## src/hdl/sbfr_pkg.sv

```systemverilog
package sbfr_pkg;

	// frame layout
	localparam int FRAME_BYTES_DEF = 25;
	localparam logic [7:0] START_BYTE = 8'h0F;
	localparam int POS_W = 6;

	// only bytes 1 to 9 carry channel bits
	localparam int IDX_W = 4;
	localparam logic [IDX_W-1:0] FIRST_CH_BYTE = 4'd1;
	localparam logic [IDX_W-1:0] LAST_CH_BYTE = 4'd9;
	localparam int CH_W = 11;

	// command queue between front and back
	localparam int CMD_DEPTH_DEF = 4;

	typedef enum logic {
		CMD_STORE,
		CMD_EMIT
	} cmd_kind_t;

	typedef struct packed {
		cmd_kind_t kind;
		logic [IDX_W-1:0] idx;
		logic [7:0] data;
	} cmd_t;

	typedef struct packed {
		logic in_frame;
		logic [POS_W-1:0] pos;
	} front_stat_t;

endpackage

```

## src/hdl/sbfr_front.sv

```systemverilog
module sbfr_front #(
	parameter int FRAME_BYTES = sbfr_pkg::FRAME_BYTES_DEF
) (
	input  logic clk,
	input  logic arst_n,
	input  logic [7:0] rx_byte,
	input  logic push,
	output logic full,
	input  logic cmd_full,
	output logic cmd_push,
	output sbfr_pkg::cmd_t cmd,
	output sbfr_pkg::front_stat_t stat
);

	localparam logic [sbfr_pkg::POS_W-1:0] LAST = sbfr_pkg::POS_W'(FRAME_BYTES - 1);

	logic in_frame_q;
	logic [sbfr_pkg::POS_W-1:0] pos_q;
	logic accept;
	logic in_frame_d;
	logic [sbfr_pkg::POS_W-1:0] pos_d;
	logic ch_pos;

	assign full = cmd_full;
	assign accept = push && !cmd_full;
	assign ch_pos = (pos_q >= sbfr_pkg::POS_W'(sbfr_pkg::FIRST_CH_BYTE))
		&& (pos_q <= sbfr_pkg::POS_W'(sbfr_pkg::LAST_CH_BYTE));

	// classify the byte against frame position
	always_comb begin
		in_frame_d = in_frame_q;
		pos_d = pos_q;
		cmd_push = 1'b0;
		cmd.kind = sbfr_pkg::CMD_STORE;
		cmd.idx = pos_q[sbfr_pkg::IDX_W-1:0];
		cmd.data = rx_byte;
		priority if (!in_frame_q && rx_byte == sbfr_pkg::START_BYTE) begin
			in_frame_d = 1'b1;
			pos_d = sbfr_pkg::POS_W'(1);
		end else if (in_frame_q && pos_q < LAST) begin
			pos_d = pos_q + sbfr_pkg::POS_W'(1);
			cmd_push = accept && ch_pos;
		end else if (in_frame_q && pos_q == LAST) begin
			// end byte: value dropped, frame decoded
			in_frame_d = 1'b0;
			pos_d = '0;
			cmd.kind = sbfr_pkg::CMD_EMIT;
			cmd_push = accept;
		end else begin
			in_frame_d = 1'b0;
			pos_d = '0;
		end
	end

	always_ff @(posedge clk or negedge arst_n) begin
		if (!arst_n) begin
			in_frame_q <= 1'b0;
			pos_q <= '0;
		end else if (accept) begin
			in_frame_q <= in_frame_d;
			pos_q <= pos_d;
		end
	end

	assign stat.in_frame = in_frame_q;
	assign stat.pos = pos_q;

endmodule

```

## src/hdl/sbfr_cmd_fifo.sv

```systemverilog
module sbfr_cmd_fifo #(
	parameter int DEPTH = sbfr_pkg::CMD_DEPTH_DEF
) (
	input  logic clk,
	input  logic arst_n,
	input  logic wr,
	input  sbfr_pkg::cmd_t wr_data,
	output logic full,
	input  logic rd,
	output sbfr_pkg::cmd_t rd_data,
	output logic empty
);

	localparam int PTR_W = (DEPTH > 1) ? $clog2(DEPTH) : 1;
	localparam int CNT_W = $clog2(DEPTH + 1);
	localparam logic [PTR_W-1:0] PTR_LAST = PTR_W'(DEPTH - 1);

	sbfr_pkg::cmd_t mem_q [DEPTH];
	logic [PTR_W-1:0] wr_ptr_q;
	logic [PTR_W-1:0] rd_ptr_q;
	logic [CNT_W-1:0] count_q;
	logic do_wr;
	logic do_rd;

	assign full = (count_q == CNT_W'(DEPTH));
	assign empty = (count_q == '0);
	assign do_wr = wr && !full;
	assign do_rd = rd && !empty;
	assign rd_data = mem_q[rd_ptr_q];

	always_ff @(posedge clk) begin
		if (do_wr) begin
			mem_q[wr_ptr_q] <= wr_data;
		end
	end

	always_ff @(posedge clk or negedge arst_n) begin
		if (!arst_n) begin
			wr_ptr_q <= '0;
			rd_ptr_q <= '0;
			count_q <= '0;
		end else begin
			if (do_wr) begin
				wr_ptr_q <= (wr_ptr_q == PTR_LAST) ? '0 : wr_ptr_q + PTR_W'(1);
			end
			if (do_rd) begin
				rd_ptr_q <= (rd_ptr_q == PTR_LAST) ? '0 : rd_ptr_q + PTR_W'(1);
			end
			if (do_wr && !do_rd) begin
				count_q <= count_q + CNT_W'(1);
			end else if (do_rd && !do_wr) begin
				count_q <= count_q - CNT_W'(1);
			end
		end
	end

endmodule

```

## src/hdl/sbfr_back.sv

```systemverilog
module sbfr_back (
	input  logic clk,
	input  logic arst_n,
	input  sbfr_pkg::cmd_t cmd,
	input  logic cmd_empty,
	output logic cmd_pop,
	output logic [sbfr_pkg::CH_W-1:0] ch1,
	output logic [sbfr_pkg::CH_W-1:0] ch2,
	output logic [sbfr_pkg::CH_W-1:0] ch3,
	output logic [sbfr_pkg::CH_W-1:0] ch4,
	output logic [sbfr_pkg::CH_W-1:0] ch5,
	output logic [sbfr_pkg::CH_W-1:0] ch6,
	output logic empty,
	input  logic pop
);

	logic [7:0] byte_q [sbfr_pkg::FIRST_CH_BYTE:sbfr_pkg::LAST_CH_BYTE];
	logic out_valid_q;
	logic out_free;
	logic do_store;
	logic do_emit;

	assign out_free = !out_valid_q || pop;
	assign cmd_pop = !cmd_empty && (cmd.kind == sbfr_pkg::CMD_STORE || out_free);
	assign do_store = cmd_pop && cmd.kind == sbfr_pkg::CMD_STORE;
	assign do_emit = cmd_pop && cmd.kind == sbfr_pkg::CMD_EMIT;
	assign empty = !out_valid_q;

	always_ff @(posedge clk) begin
		if (do_store) begin
			byte_q[cmd.idx] <= cmd.data;
		end
		// unpack six little-endian 11-bit fields
		if (do_emit) begin
			ch1 <= {byte_q[2][2:0], byte_q[1]};
			ch2 <= {byte_q[3][5:0], byte_q[2][7:3]};
			ch3 <= {byte_q[5][0], byte_q[4], byte_q[3][7:6]};
			ch4 <= {byte_q[6][3:0], byte_q[5][7:1]};
			ch5 <= {byte_q[7][6:0], byte_q[6][7:4]};
			ch6 <= {byte_q[9][1:0], byte_q[8], byte_q[7][7]};
		end
	end

	always_ff @(posedge clk or negedge arst_n) begin
		if (!arst_n) begin
			out_valid_q <= 1'b0;
		end else if (do_emit) begin
			out_valid_q <= 1'b1;
		end else if (pop) begin
			out_valid_q <= 1'b0;
		end
	end

endmodule

```

## src/hdl/sbfr_frame_receiver_six_channel.sv

```systemverilog
// a frame's end byte request, once taken, queues an emit command; the channel set is
// registered onto the result ports once nothing older is queued and the result is free
// throughput: one byte request per cycle; byte requests keep flowing while a result waits
// until the command queue fills (CMD_DEPTH entries)
// reset: arst_n clears frame hunting state, queue pointers and the result valid flag
// at once; no clearing pass, the byte store is written by every frame before use
module sbus_frame_receiver_six_channel #(
	parameter int FRAME_BYTES = sbfr_pkg::FRAME_BYTES_DEF,
	parameter int CMD_DEPTH = sbfr_pkg::CMD_DEPTH_DEF
) (
	input  logic clk,
	input  logic arst_n,
	input  logic [7:0] rx_byte,
	input  logic push,
	output logic full,
	output logic [sbfr_pkg::CH_W-1:0] ch1,
	output logic [sbfr_pkg::CH_W-1:0] ch2,
	output logic [sbfr_pkg::CH_W-1:0] ch3,
	output logic [sbfr_pkg::CH_W-1:0] ch4,
	output logic [sbfr_pkg::CH_W-1:0] ch5,
	output logic [sbfr_pkg::CH_W-1:0] ch6,
	output logic empty,
	input  logic pop
);

	localparam logic [sbfr_pkg::POS_W-1:0] LAST = sbfr_pkg::POS_W'(FRAME_BYTES - 1);

	// front to queue
	sbfr_pkg::cmd_t cmd_in;
	logic cmd_push;
	logic cmd_full;
	// queue to back
	sbfr_pkg::cmd_t cmd_out;
	logic cmd_pop;
	logic cmd_empty;
	sbfr_pkg::front_stat_t front_stat;

	// front: tracks start byte and position, sends store and emit commands
	sbfr_front #(
		.FRAME_BYTES(FRAME_BYTES)
	) u_front (
		.clk(clk),
		.arst_n(arst_n),
		.rx_byte(rx_byte),
		.push(push),
		.full(full),
		.cmd_full(cmd_full),
		.cmd_push(cmd_push),
		.cmd(cmd_in),
		.stat(front_stat)
	);

	// short queue decoupling byte intake from channel unpacking
	sbfr_cmd_fifo #(
		.DEPTH(CMD_DEPTH)
	) u_cmd_fifo (
		.clk(clk),
		.arst_n(arst_n),
		.wr(cmd_push),
		.wr_data(cmd_in),
		.full(cmd_full),
		.rd(cmd_pop),
		.rd_data(cmd_out),
		.empty(cmd_empty)
	);

	// back: holds bytes 1 to 9, unpacks channels into the result register
	sbfr_back u_back (
		.clk(clk),
		.arst_n(arst_n),
		.cmd(cmd_out),
		.cmd_empty(cmd_empty),
		.cmd_pop(cmd_pop),
		.ch1(ch1),
		.ch2(ch2),
		.ch3(ch3),
		.ch4(ch4),
		.ch5(ch5),
		.ch6(ch6),
		.empty(empty),
		.pop(pop)
	);

	// hunting always means position zero
	a_hunt_pos: assert property (@(posedge clk) disable iff (!arst_n)
		!front_stat.in_frame |-> front_stat.pos == '0)
		else $error("position nonzero while hunting");

	// position never runs past the end byte
	a_pos_range: assert property (@(posedge clk) disable iff (!arst_n)
		front_stat.pos <= LAST)
		else $error("position past end byte");

	// front never writes a full queue
	a_no_overflow: assert property (@(posedge clk) disable iff (!arst_n)
		cmd_push |-> !cmd_full)
		else $error("command queue overflow");

	// back never reads an empty queue
	a_no_underflow: assert property (@(posedge clk) disable iff (!arst_n)
		cmd_pop |-> !cmd_empty)
		else $error("command queue underflow");

endmodule

```

## config.mk

```make
export PLATFORM = sky130hd
export DESIGN_NAME = sbus_frame_receiver_six_channel
export DESIGN_NICKNAME = d
export VERILOG_FILES = /design/src/hdl/sbfr_pkg.sv /design/src/hdl/sbfr_front.sv /design/src/hdl/sbfr_cmd_fifo.sv /design/src/hdl/sbfr_back.sv /design/src/hdl/sbfr_frame_receiver_six_channel.sv
export SDC_FILE = /design/constraint.sdc
export NUM_CORES = 1
export LEC_CHECK = 0
export BUFFER_PORTS_ARGS = -buffer_cell sky130_fd_sc_hd__buf_2
export CORE_MARGIN = 4
export CORE_UTILIZATION = 40
export CTS_BUF_LIST = sky130_fd_sc_hd__clkbuf_8 sky130_fd_sc_hd__clkbuf_16
export DETAILED_ROUTE_END_ITERATION = 16
export PLACE_DENSITY = 0.68
export SLEW_MARGIN = 20
export SYNTH_ARGS = -nofsm -noshare
export SYNTH_HDL_FRONTEND = slang
export SYNTH_SLANG_ARGS = --single-unit
```

## constraint.sdc

```tcl
create_clock -name clk -period 11.2 [get_ports clk]
set_input_delay 1.12 -clock clk [delete_from_list [all_inputs] [get_ports clk]]
set_output_delay 1.12 -clock clk [all_outputs]
set_load 0.05 [all_outputs]
```

==> impl_summary.log <==
[metrics] outcome: finished, final reports clean
[metrics] post-synthesis average cell area: 21.8 µm²
[metrics] sequential fraction of the synthesis area: 0.852
[metrics] fraction of registers with async set/reset: 0.0754
[metrics] Tightest Pin Transition: a little under 1 ns
[metrics] unrepaired setup endpoints after global routing: false
[metrics] number of max-capacitance violations reported: 0
[metrics] number of rows created at floorplan: 47
[metrics] Tightest Hold Check Type: register to register
[metrics] Filler Cell Count: 1,361
[metrics] io pins: 80
[metrics] most common cell after layout, fill and taps aside: edfxtp_1
[metrics] fraction of final layout cells sized beyond drive strength 1: 0.334
[metrics] number of antenna-violating nets in the routed design: 0
[metrics] routability congestion estimate from global placement: 0.784
[metrics] number of buffer cells added on primary ports: between 70 and 80
[metrics] HPWL reported at the end of detailed placement: between 7000 and 8000 µm
[metrics] Multi-input gate area: 996 µm²
[metrics] cell count after synthesis: roughly 320
[metrics] minimum setup slack in the final design: between 8 and 9 ns
[metrics] number of DRC violations after detailed routing: 0
[metrics] hold-fix buffer count after cts: 0
[metrics] worst slew margin relative to its limit: 0.334
[metrics] commonest cells after routing, fill and taps aside: edfxtp_1 (184), buf_2 (79), clkbuf_16 (17), dfrtp_1 (14), mux4_2 (11)
[metrics] highest clock rate: roughly 350 MHz
[metrics] first-pass GRT wire length: approximately 18,000 µm
[metrics] number of buffers added by the clock tree synthesis step: 17
[metrics] met3 GRT Util: 0.0405
[metrics] Total Wirelength: roughly 11,000 µm
[metrics] GR Overflow Total: 0
[metrics] final period utilization: 0.253
[metrics] count of cell types in the netlist: 38
[metrics] die width: 140 µm
[metrics] Synth warnings: 0
[metrics] count of final hold-check violations: 0
[metrics] placed instance area: 0.00760 mm²
[metrics] count of inserted antenna diode cells: 0
[metrics] most common flop cell mapped by yosys: edfxtp_1
[metrics] Clock transition at path regs: 0.07 ns
[metrics] clock root buffer: clkbuf_16
[metrics] type of the setup path with the least slack: register to register
[metrics] nature of the critical path endpoint: register
[metrics] area of the core region: between 0.015 and 0.02 mm²
[metrics] CTS Buffer Depth: 2
[metrics] Finished Core Util: 0.490
[metrics] time the final worst path needs with I/O delays and setup: about 2.8 ns
[metrics] most used routing layer in global routing: met2
[metrics] Synth Register Bits: approximately 200
[metrics] mean number of vias per cell: 4.79
[metrics] Synth Cell Area: between 0.006 and 0.007 mm²
[metrics] TritonCTS clock tree: built
[metrics] post-synth net total: 340
[metrics] vertical die dimension: between 100 and 150 µm
[metrics] area growth from synthesis to layout: 18.6%
[metrics] number of antenna violations at the first check in global routing: 0
[metrics] TritonCTS sink count: 199
[metrics] Total Negative Setup Slacks: 0 ns
[metrics] All-Layer GR Usage: 0.123
[metrics] Max H-tree Level: 4
[metrics] starting density of the core: 0.413
[metrics] clock latency on the worst-skew pair: between 0.4 and 0.5 ns
[metrics] Crit path arrival time: between 3 and 4 ns
[metrics] Setup-failing EPs final: 0
[metrics] Die Outline Area: approximately 0.02 mm²
[metrics] setup slack at placement: around 8 ns
[metrics] met2 track demand over resource: 0.194
[metrics] number of gates resized after cts: 0
[metrics] total via count in the routed design: 3,091
[metrics] nature of the critical path startpoint: register
[metrics] final routed wire length divided by cell count: ~18 µm
[metrics] final net count: ~440
[metrics] worst reg-to-reg setup slack: about 8.4 ns
[metrics] required time at the worst-slack endpoint: around 12 ns
[metrics] met1 Use GR: 0.160
[metrics] Crit Path Max Fanout: 9
[metrics] pin count of the biggest net entering global routing: 67
[metrics] count of pins over their slew limit: 0
[metrics] number of DRC markers in iteration 0: between 150 and 200
[metrics] Post-CTS Setup Inserts: 0
[metrics] Finished Cell Area: about 0.0082 mm²
[metrics] TritonRoute pass-1 iters: 4
[metrics] EDFF count, synth: around 180
[metrics] footprint of the flip-flops and latches: approximately 0.006 mm²
[metrics] number of global-route vias before repair: ~3,200
[metrics] Fin Clk Skew: 0.0110 ns
## routing by layer
| layer | wire length [µm] | vias to the layer above |
|---|---|---|
| met3 | 717 | 4 |
| met2 | 5570 | 97 |
| li1 | - | 1446 |
| met4 | 59 | 0 |
| met1 | 4990 | 1544 |
| met5 | 0 | - |
## worst max-delay path, stage by stage, from the launching register on
cell	delay, ns
dfrtp_1	0.54
inv_1	0.11
ha_1	0.24
xor2_1	0.16
a2111oi_2	0.36
o211a_2	0.28
ha_1	0.20
inv_1	0.06
fa_1	0.38
xor2_1	0.17
nor2_1	0.11
xor2_1	0.15
## area by class of cell
cell class,count,area share
Sequential cell,199,0.719
Multi-Input combinational cell,104,0.121
Inverter,10,0.00457
Tap cell,220,0.0335
Clock buffer,17,0.0518
Clock inverter,14,0.0204
Timing Repair Buffer,81,0.0500
## per-stage QoR
| stage | hold slack (ns) | std cells |
|---|---|---|
| 4_1_cts | 0.416 | 645 |
| 3_5_place_dp | 0.405 | 614 |
| 3_3_place_gp | 0.401 | 614 |
| 5_1_grt | 0.425 | 645 |
| 6_report | 0.415 | 645 |
| 2_1_floorplan | 0.400 | 318 |
## state kept, by name, summed over array words and instances, names as in the netlist, 2 cells and up
signal               count
u_back.byte_q           66
u_cmd_fifo.mem_q        52
ch1                     11
ch2                     11
ch3                     11
ch4                     11
ch5                     11
ch6                     11
u_front.pos_q            6
u_cmd_fifo.count_q       3
u_cmd_fifo.rd_ptr_q      2
u_cmd_fifo.wr_ptr_q      2
## final timing paths
check	from	to	cells after the start
worst max-delay path	u_front.pos_q[0]	u_cmd_fifo.count_q[2]	11
worst min-delay path	u_back.byte_q[7][7]	ch6[0]	0
worst max register to register	u_front.pos_q[0]	u_cmd_fifo.count_q[2]	11
worst min register to register	u_back.byte_q[7][7]	ch6[0]	0
max in group asynchronous	arst_n	u_cmd_fifo.rd_ptr_q[0]	1
min in group asynchronous	arst_n	u_front.pos_q[0]	1
## Yosys cell counts (all sizes together) (5+ instances only)
master	count	area, µm²
dfrtp	15	375
nor4	6	43.8
and2	7	43.8
inv	10	37.5
ha	9	113
edfxtp	184	5530
nor2	11	41.3
buf	5	30.0
nand2b	5	31.3
mux4	11	248
a21oi	6	30.0
o21ai	5	25.0
nor3	5	25.0
mux2	6	71.3
## cells by family (layout without fill, tap and decap cells)
kind of cell | count (synthesis) | count (layout) | synth area share
AO/OA/AOI/OAI | 19 | 19 | 0.0186
buffers and inverters | 15 | 122 | 0.00976
XOR/XNOR | 4 | 4 | 0.00506
flip-flops | 199 | 199 | 0.852
AND/OR/NAND/NOR | 50 | 50 | 0.0434
adder cells (fa/ha/maj) | 10 | 10 | 0.0192
multiplexers | 21 | 21 | 0.0519
Power is not shown: default switching activity piles up to over one toggle a cycle in this logic, so the estimate is an artifact.
